$ cat src/rtl/core/lqi_pkg.sv
// Shared constants, register codes and width helpers for the line/quad intersection unit.
package lqi_pkg;

  localparam int COORD_WIDTH_DEF = 16;
  localparam int FRAC_BITS_DEF   = 16;
  localparam int POINT_WIDTH     = 32;
  localparam int CFG_IDX_WIDTH   = 3;
  localparam int QUEUE_DEPTH     = 8;

  typedef enum logic [CFG_IDX_WIDTH-1:0] {
    REG_CORNER_ZERO  = 3'd0,
    REG_CORNER_ONE   = 3'd1,
    REG_CORNER_TWO   = 3'd2,
    REG_CORNER_THREE = 3'd3
  } cfg_reg_t;

  localparam logic signed [POINT_WIDTH-1:0] POINT_MAX = {1'b0, {(POINT_WIDTH-1){1'b1}}};
  localparam logic signed [POINT_WIDTH-1:0] POINT_MIN = {1'b1, {(POINT_WIDTH-1){1'b0}}};

  function automatic int max2(input int a, input int b);
    return (a > b) ? a : b;
  endfunction

  // plane normal component width
  function automatic int norm_width(input int cw);
    return 2 * cw + 3;
  endfunction

  // width of n.(B-A) and n.(P0-A)
  function automatic int dot_width(input int cw);
    return 3 * cw + 6;
  endfunction

  // queue entry: parallel flag, A, B-A, numerator, denominator
  function automatic int rec_width(input int cw);
    return 1 + 3 * cw + 3 * (cw + 1) + 2 * dot_width(cw);
  endfunction

  // quotient magnitude bits kept; anything larger saturates for sure
  function automatic int quot_bits(input int cw, input int fb);
    return max2(cw + fb - 1, POINT_WIDTH) + 1;
  endfunction

endpackage

$ cat src/rtl/core/lqi_queue.sv
// Small first-word-fall-through queue between front and back.
module lqi_queue #(
  parameter int WIDTH = 8,
  parameter int DEPTH = lqi_pkg::QUEUE_DEPTH
) (
  input  logic                       clk,
  input  logic                       rst,
  input  logic                       push,
  input  logic [WIDTH-1:0]           wdata,
  input  logic                       pop,
  output logic [WIDTH-1:0]           rdata,
  output logic                       not_empty,
  output logic [$clog2(DEPTH+1)-1:0] count
);
  import lqi_pkg::*;

  localparam int AW = $clog2(DEPTH);

  logic [WIDTH-1:0] mem [DEPTH];
  logic [AW-1:0]    wr_ptr;
  logic [AW-1:0]    rd_ptr;

  always_ff @(posedge clk) begin
    if (push) begin
      mem[wr_ptr] <= wdata;
    end
  end

  always_ff @(posedge clk) begin
    if (rst) begin
      wr_ptr <= '0;
      rd_ptr <= '0;
      count  <= '0;
    end else begin
      if (push) begin
        wr_ptr <= (wr_ptr == AW'(DEPTH - 1)) ? '0 : wr_ptr + 1'b1;
      end
      if (pop) begin
        rd_ptr <= (rd_ptr == AW'(DEPTH - 1)) ? '0 : rd_ptr + 1'b1;
      end
      if (push && !pop) begin
        count <= count + 1'b1;
      end else if (pop && !push) begin
        count <= count - 1'b1;
      end
    end
  end

  assign rdata     = mem[rd_ptr];
  assign not_empty = (count != '0);

endmodule

$ cat config.mk
export PLATFORM = sky130hd
export DESIGN_NAME = lqi_queue
export DESIGN_NICKNAME = d
export VERILOG_FILES = /design/src/rtl/core/lqi_pkg.sv /design/src/rtl/core/lqi_queue.sv
export SDC_FILE = /design/constraint.sdc
export NUM_CORES = 1
export LEC_CHECK = 0
export ABC_CLOCK_PERIOD_IN_PS = 4000
export BUFFER_PORTS_ARGS = -buffer_cell sky130_fd_sc_hd__clkbuf_2
export CAP_MARGIN = 40
export CORE_MARGIN = 2
export CORE_UTILIZATION = 55
export DETAILED_ROUTE_END_ITERATION = 7
export PLACE_DENSITY_LB_ADDON = 0.3
export SETUP_SLACK_MARGIN = 0.05
export SLEW_MARGIN = 5
export SYNTH_ARGS = -nofsm -noshare
export SYNTH_HDL_FRONTEND = slang
export SYNTH_SLANG_ARGS = --single-unit
$ cat constraint.sdc
create_clock -name clk -period 4 [get_ports clk]
set_clock_uncertainty 0.05 [all_clocks]
set_input_delay 0.6 -clock clk [delete_from_list [all_inputs] [get_ports clk]]
set_output_delay 0.6 -clock clk [all_outputs]
set_load 0.03 [all_outputs]
-- Word-level counts from Yosys, hierarchy flattened
Memories as Yosys holds them, arrays and structs flattened. A register that Yosys moved wholly into a read port is not among the register bits.
Index checks and enable logic that the tools add are counted.
- $add $sub $neg: 4
- multipliers: 0
- divide/modulo/power cells: 0
- $lt $le $gt $ge: 0
- eq/ne operators: 2
- shifts and indexed selects: 0
- muxes and demuxes: 8
- bitwise logic cells: 0
- reductions and logical operators: 6
- operators by type and width (kind ; count):
    3-bit two-way mux ; 4
    4-bit two-way mux ; 2
    3-bit by 1-bit adder with 3-bit output (second input constant) ; 2
    3-bit == test (second input constant) ; 2
    4-bit by 1-bit adder with 4-bit output (second input constant) ; 1
    4-bit nonzero test ; 1
    4-bit by 1-bit subtractor with 4-bit output (second input constant) ; 1
    1-bit logical AND ; 2
    1-bit zero test ; 2
    1-bit two-way mux ; 2
    2-bit nonzero test ; 1
- register bits after elaboration: 10
- bits in latches: 0
- bits in writable memories: 64
- ROM bits: 0
- input port bits: 12
- output and inout bits: 13
- logic and storage cells: 24
- memories kept: 1
- memory list (name ; words ; width ; read ports ; clocked after Yosys merged registers in ; write ports ; line ; RTL):
    mem ; 8 ; 8 ; 1 ; 1 ; 1 ; lqi_queue.sv:19 ; logic [WIDTH-1:0] mem [DEPTH];

-- Logic depth before layout (Yosys ltp)
- word-level depth: 4
- gate-level depth with buffers: 8

-- Worst setup path after synthesis
OpenSTA, ideal clock, no wires.
- path type: input -> register
- start point: in pop
- end point: reg count[3]
- setup time: 0.121 ns
- arrival: 1.977 ns
- data required time: 3.829 ns
- slack: 1.852 ns
- stages: 8
- path buffers: 0
- cell sequence: inv_1 > ha_1 > inv_1 > ha_1 > a21oi_1 > a211oi_1 > a31oi_1 > mux2_2
- word-level cells in the longest chain between the ends: 3
- ends and longest elaborated chain (what ; line ; RTL):
    from (decl) ; lqi_queue.sv:10 ; input logic pop,
    1-bit zero test ; lqi_queue.sv:41 ; if (push && !pop) begin
    1-bit logical AND ; lqi_queue.sv:41 ;
    4-bit two-way mux or 2-bit nonzero test (tied branches) ; - ;
    to (signal assigned) ; lqi_queue.sv:42 ; count <= count + 1'b1;
    to (signal assigned) ; lqi_queue.sv:44 ; count <= count - 1'b1;
    to (decl) ; lqi_queue.sv:13 ; output logic [$clog2(DEPTH+1)-1:0] count
Parallel ways exist; a longest one is shown, timed or not.
A chain may end at the register's enable or synchronous reset.

==> qor.yml <==
run_status:
  status: "complete, no violations"
flow_run:
  drv_cap: 0
place:
  port_buffers: 24
  place_inst: 262
  place.gp.congestion: 0.687
  dpl.hpwl_um: 3420
power_and_ir_drop:
  finalPower_mw: 1.73
  vdd_drop_max_mv: 0.294
  power_density_nw_per_um2: 490
  power_leakage_nw: 1.29
floorplan:
  initial_core_util: 0.568
  die_y_um: 79.2
  design.core.area_um2: 5470
  pin_count: 25
  rows: 27
  fp.dieW_um: 79.2
  die-area_um2: 6270
critical_path:
  ff2ff_setup_slack_ns: 2.29
  crit_chain: "mux4_1 > mux2_2 > clkbuf_2"
  cpPeakStageDelay_ns: 0.90
  path_delay_family: "multiplexers"
  cp_max_fo: 16
  required_ns: 3.35
  cp_data_arrival_time_ns: 2.37
  r2r-end: "count[3]$_SDFFE_PP0P_"
  path_buf_inv: 1
  cp-end-kind: "primary output"
  start_kind: "flip-flop"
  slowest_stage: "dfxtp_1"
  reg2regPathDepth: 5
  critical_path_class: "reg2out"
  r2r_start: "count[2]$_SDFFE_PP0P_"
sta:
  finalSetupTns_ns: 0
  max_freq_ghz: 0.331
  report.final.hold_viol_count: 0
  final_max_slew_viol_count: 0
  setup_viol: 0
  period_minus_slack_ns: 3.02
  rsz0062_at_grt: "no"
  slew_headroom: 0.412
  worst_slew_pin_slew_ns: 0.881
  fin_crit_sh: 0.754
drt:
  ant_nets: 0
  wl_um: 5210
  wire_per_inst_um: 18.7
  vias_per_cell: 5.63
  firstDrtPassIters: 5
  first_iter_violations: 183
  remaining_drc_errors: 0
  vias: 1566
yosys:
  ys_async_sr_fraction: 0
  synth_area_um2: 3110
  synthAdderAreaFrac: 0.0346
  synth_cell_types: 26
  synth_commonest_cells: "edfxtp_1, nor2_1, mux4_1, dfxtp_1, mux2_2"
  synthCells: 167
  yosys_warnings: 0
  synth_edf_count: 64
  synth.area.top_cells: "edfxtp_1, mux4_1, dfxtp_1, mux2_2, ha_1"
  synth_fp_nets: 187
  synth_xor_area_frac: 0.00564
  yosysTopAreaCell: "edfxtp_1"
  yosysMostFrequentCell: "edfxtp_1"
  ys_ff_latch: 77
  synth_mux_area_frac: 0.176
  avgSynthCellArea_um2: 18.6
  synth_top_family_by_area: "multiplexers"
  ys_seq_area_frac: 0.702
  synthFlopType: "edfxtp_1"
  yosysTopAreaCellShare: 0.618
  synthSimpleGateAreaFrac: 0.0471
  synth_compound_area_frac: 0.0141
layout:
  fin_nets: 221
  area_growth_pct: 13.5
  drive_gt1_frac: 0.262
  fill_cells: 386
  antennaDiodeCount: 0
  regArea_um2: 2180
  final_cells: 278
  multiInputGateArea_um2: 863
cts:
  clockBufferDepth: 2
  cts_setup_buffers: 0
  cts_resized: 0
  cts_sinks: 77
  cts_buffers: 9
  path_clk_slew_ns: 0.08
  insertion_delay_ns: 0.35
  htreeDepth: 3
  cts-root-buf: "clkbuf_8"
  ctsHoldBuffers: 0
  cts_tree: "done"
worst_hold_path:
  min_to: "mem[7][4]$_DFFE_PP_"
  min_from: "wdata[4]"
  hp-class: "in2reg"
  hold_depth: 1
global_routing:
  antenna_found_initial: 0
  grt_pass1_wl_um: 8140
  grt_max_degree: 17
  grt-ovfl-total: 0
  grt_pass1_vias: 1612
  grt_usage: 0.189
## metal layers
layer | vias to the layer above | track usage | share of wire
met5 | - | 0 | 0
met4 | 0 | 0.0879 | 0.015
met3 | 7 | 0.0568 | 0.035
met2 | 34 | 0.330 | 0.55
met1 | 797 | 0.211 | 0.40
li1 | 728 | - | -
## where the power goes
group,switching (mW),internal (mW)
clock,0.258,0.364
combinational,0.108,0.0771
sequential,0.0265,0.893
## kinds of logic after synthesis
group | after synthesis
AND/OR/NAND/NOR | 34
multiplexers | 28
buffers and inverters | 10
adder cells (fa/ha/maj) | 8
AO/OA/AOI/OAI | 8
flip-flops | 77
XOR/XNOR | 2
## flip-flops by register name, indices dropped and copies added (netlist names), named ones only
| signal | cells |
|---|---|
| wr_ptr | 3 |
| mem | 64 |
| count | 4 |
| rd_ptr | 3 |
## area by class of cell
class | instances | share of cell area
clock buffers | 11 | 0.0401
clock inverters | 5 | 0.0209
inverters | 3 | 0.00319
multi-input cells | 80 | 0.245
flip-flops and latches | 77 | 0.619
well taps | 72 | 0.0255
repair buffers | 30 | 0.0468
## metrics by stage
stage	setup WS, ns	cell area [um^2]	hold slack, ns	util
after global placement	1.34	3280	0.463	0.600
after CTS	0.941	3530	0.471	0.644
after floorplan	1.85	3110	0.436	-
after detailed placement	1.32	3310	0.495	0.605
final	0.983	3530	0.478	0.644
after global routing	0.860	3530	0.474	0.644
## layout by cell type (no fill, tap or decap), types with 2 or more instances in the layout
master and n:
nor2_1 21, ha_1 7, dfxtp_1 13, a21oi_1 6, nor3_1 3, nand2b_1 3
mux2_2 9, edfxtp_1 64, clkbuf_8 10, nand2_1 4, clkinv_2 2, mux4_1 15
inv_1 3, mux2i_1 3, clkbuf_2 24, buf_4 6, bufinv_16 2
## worst max-delay path by stage
stage / slack, ns / start / cells after the start / to
2_1_floorplan: 1.85 / pop / 8 / count[3]$_SDFFE_PP0P_
3_3_place_gp: 1.34 / flip-flop / 3 / rdata[4]
3_5_place_dp: 1.32 / flip-flop / 3 / rdata[2]
4_1_cts: 0.94 / flip-flop / 3 / rdata[2]
5_1_grt: 0.86 / flip-flop / 3 / rdata[3]
6_report: 0.98 / flip-flop / 3 / rdata[4]
Note: power is estimated with default switching activity, not from simulation.
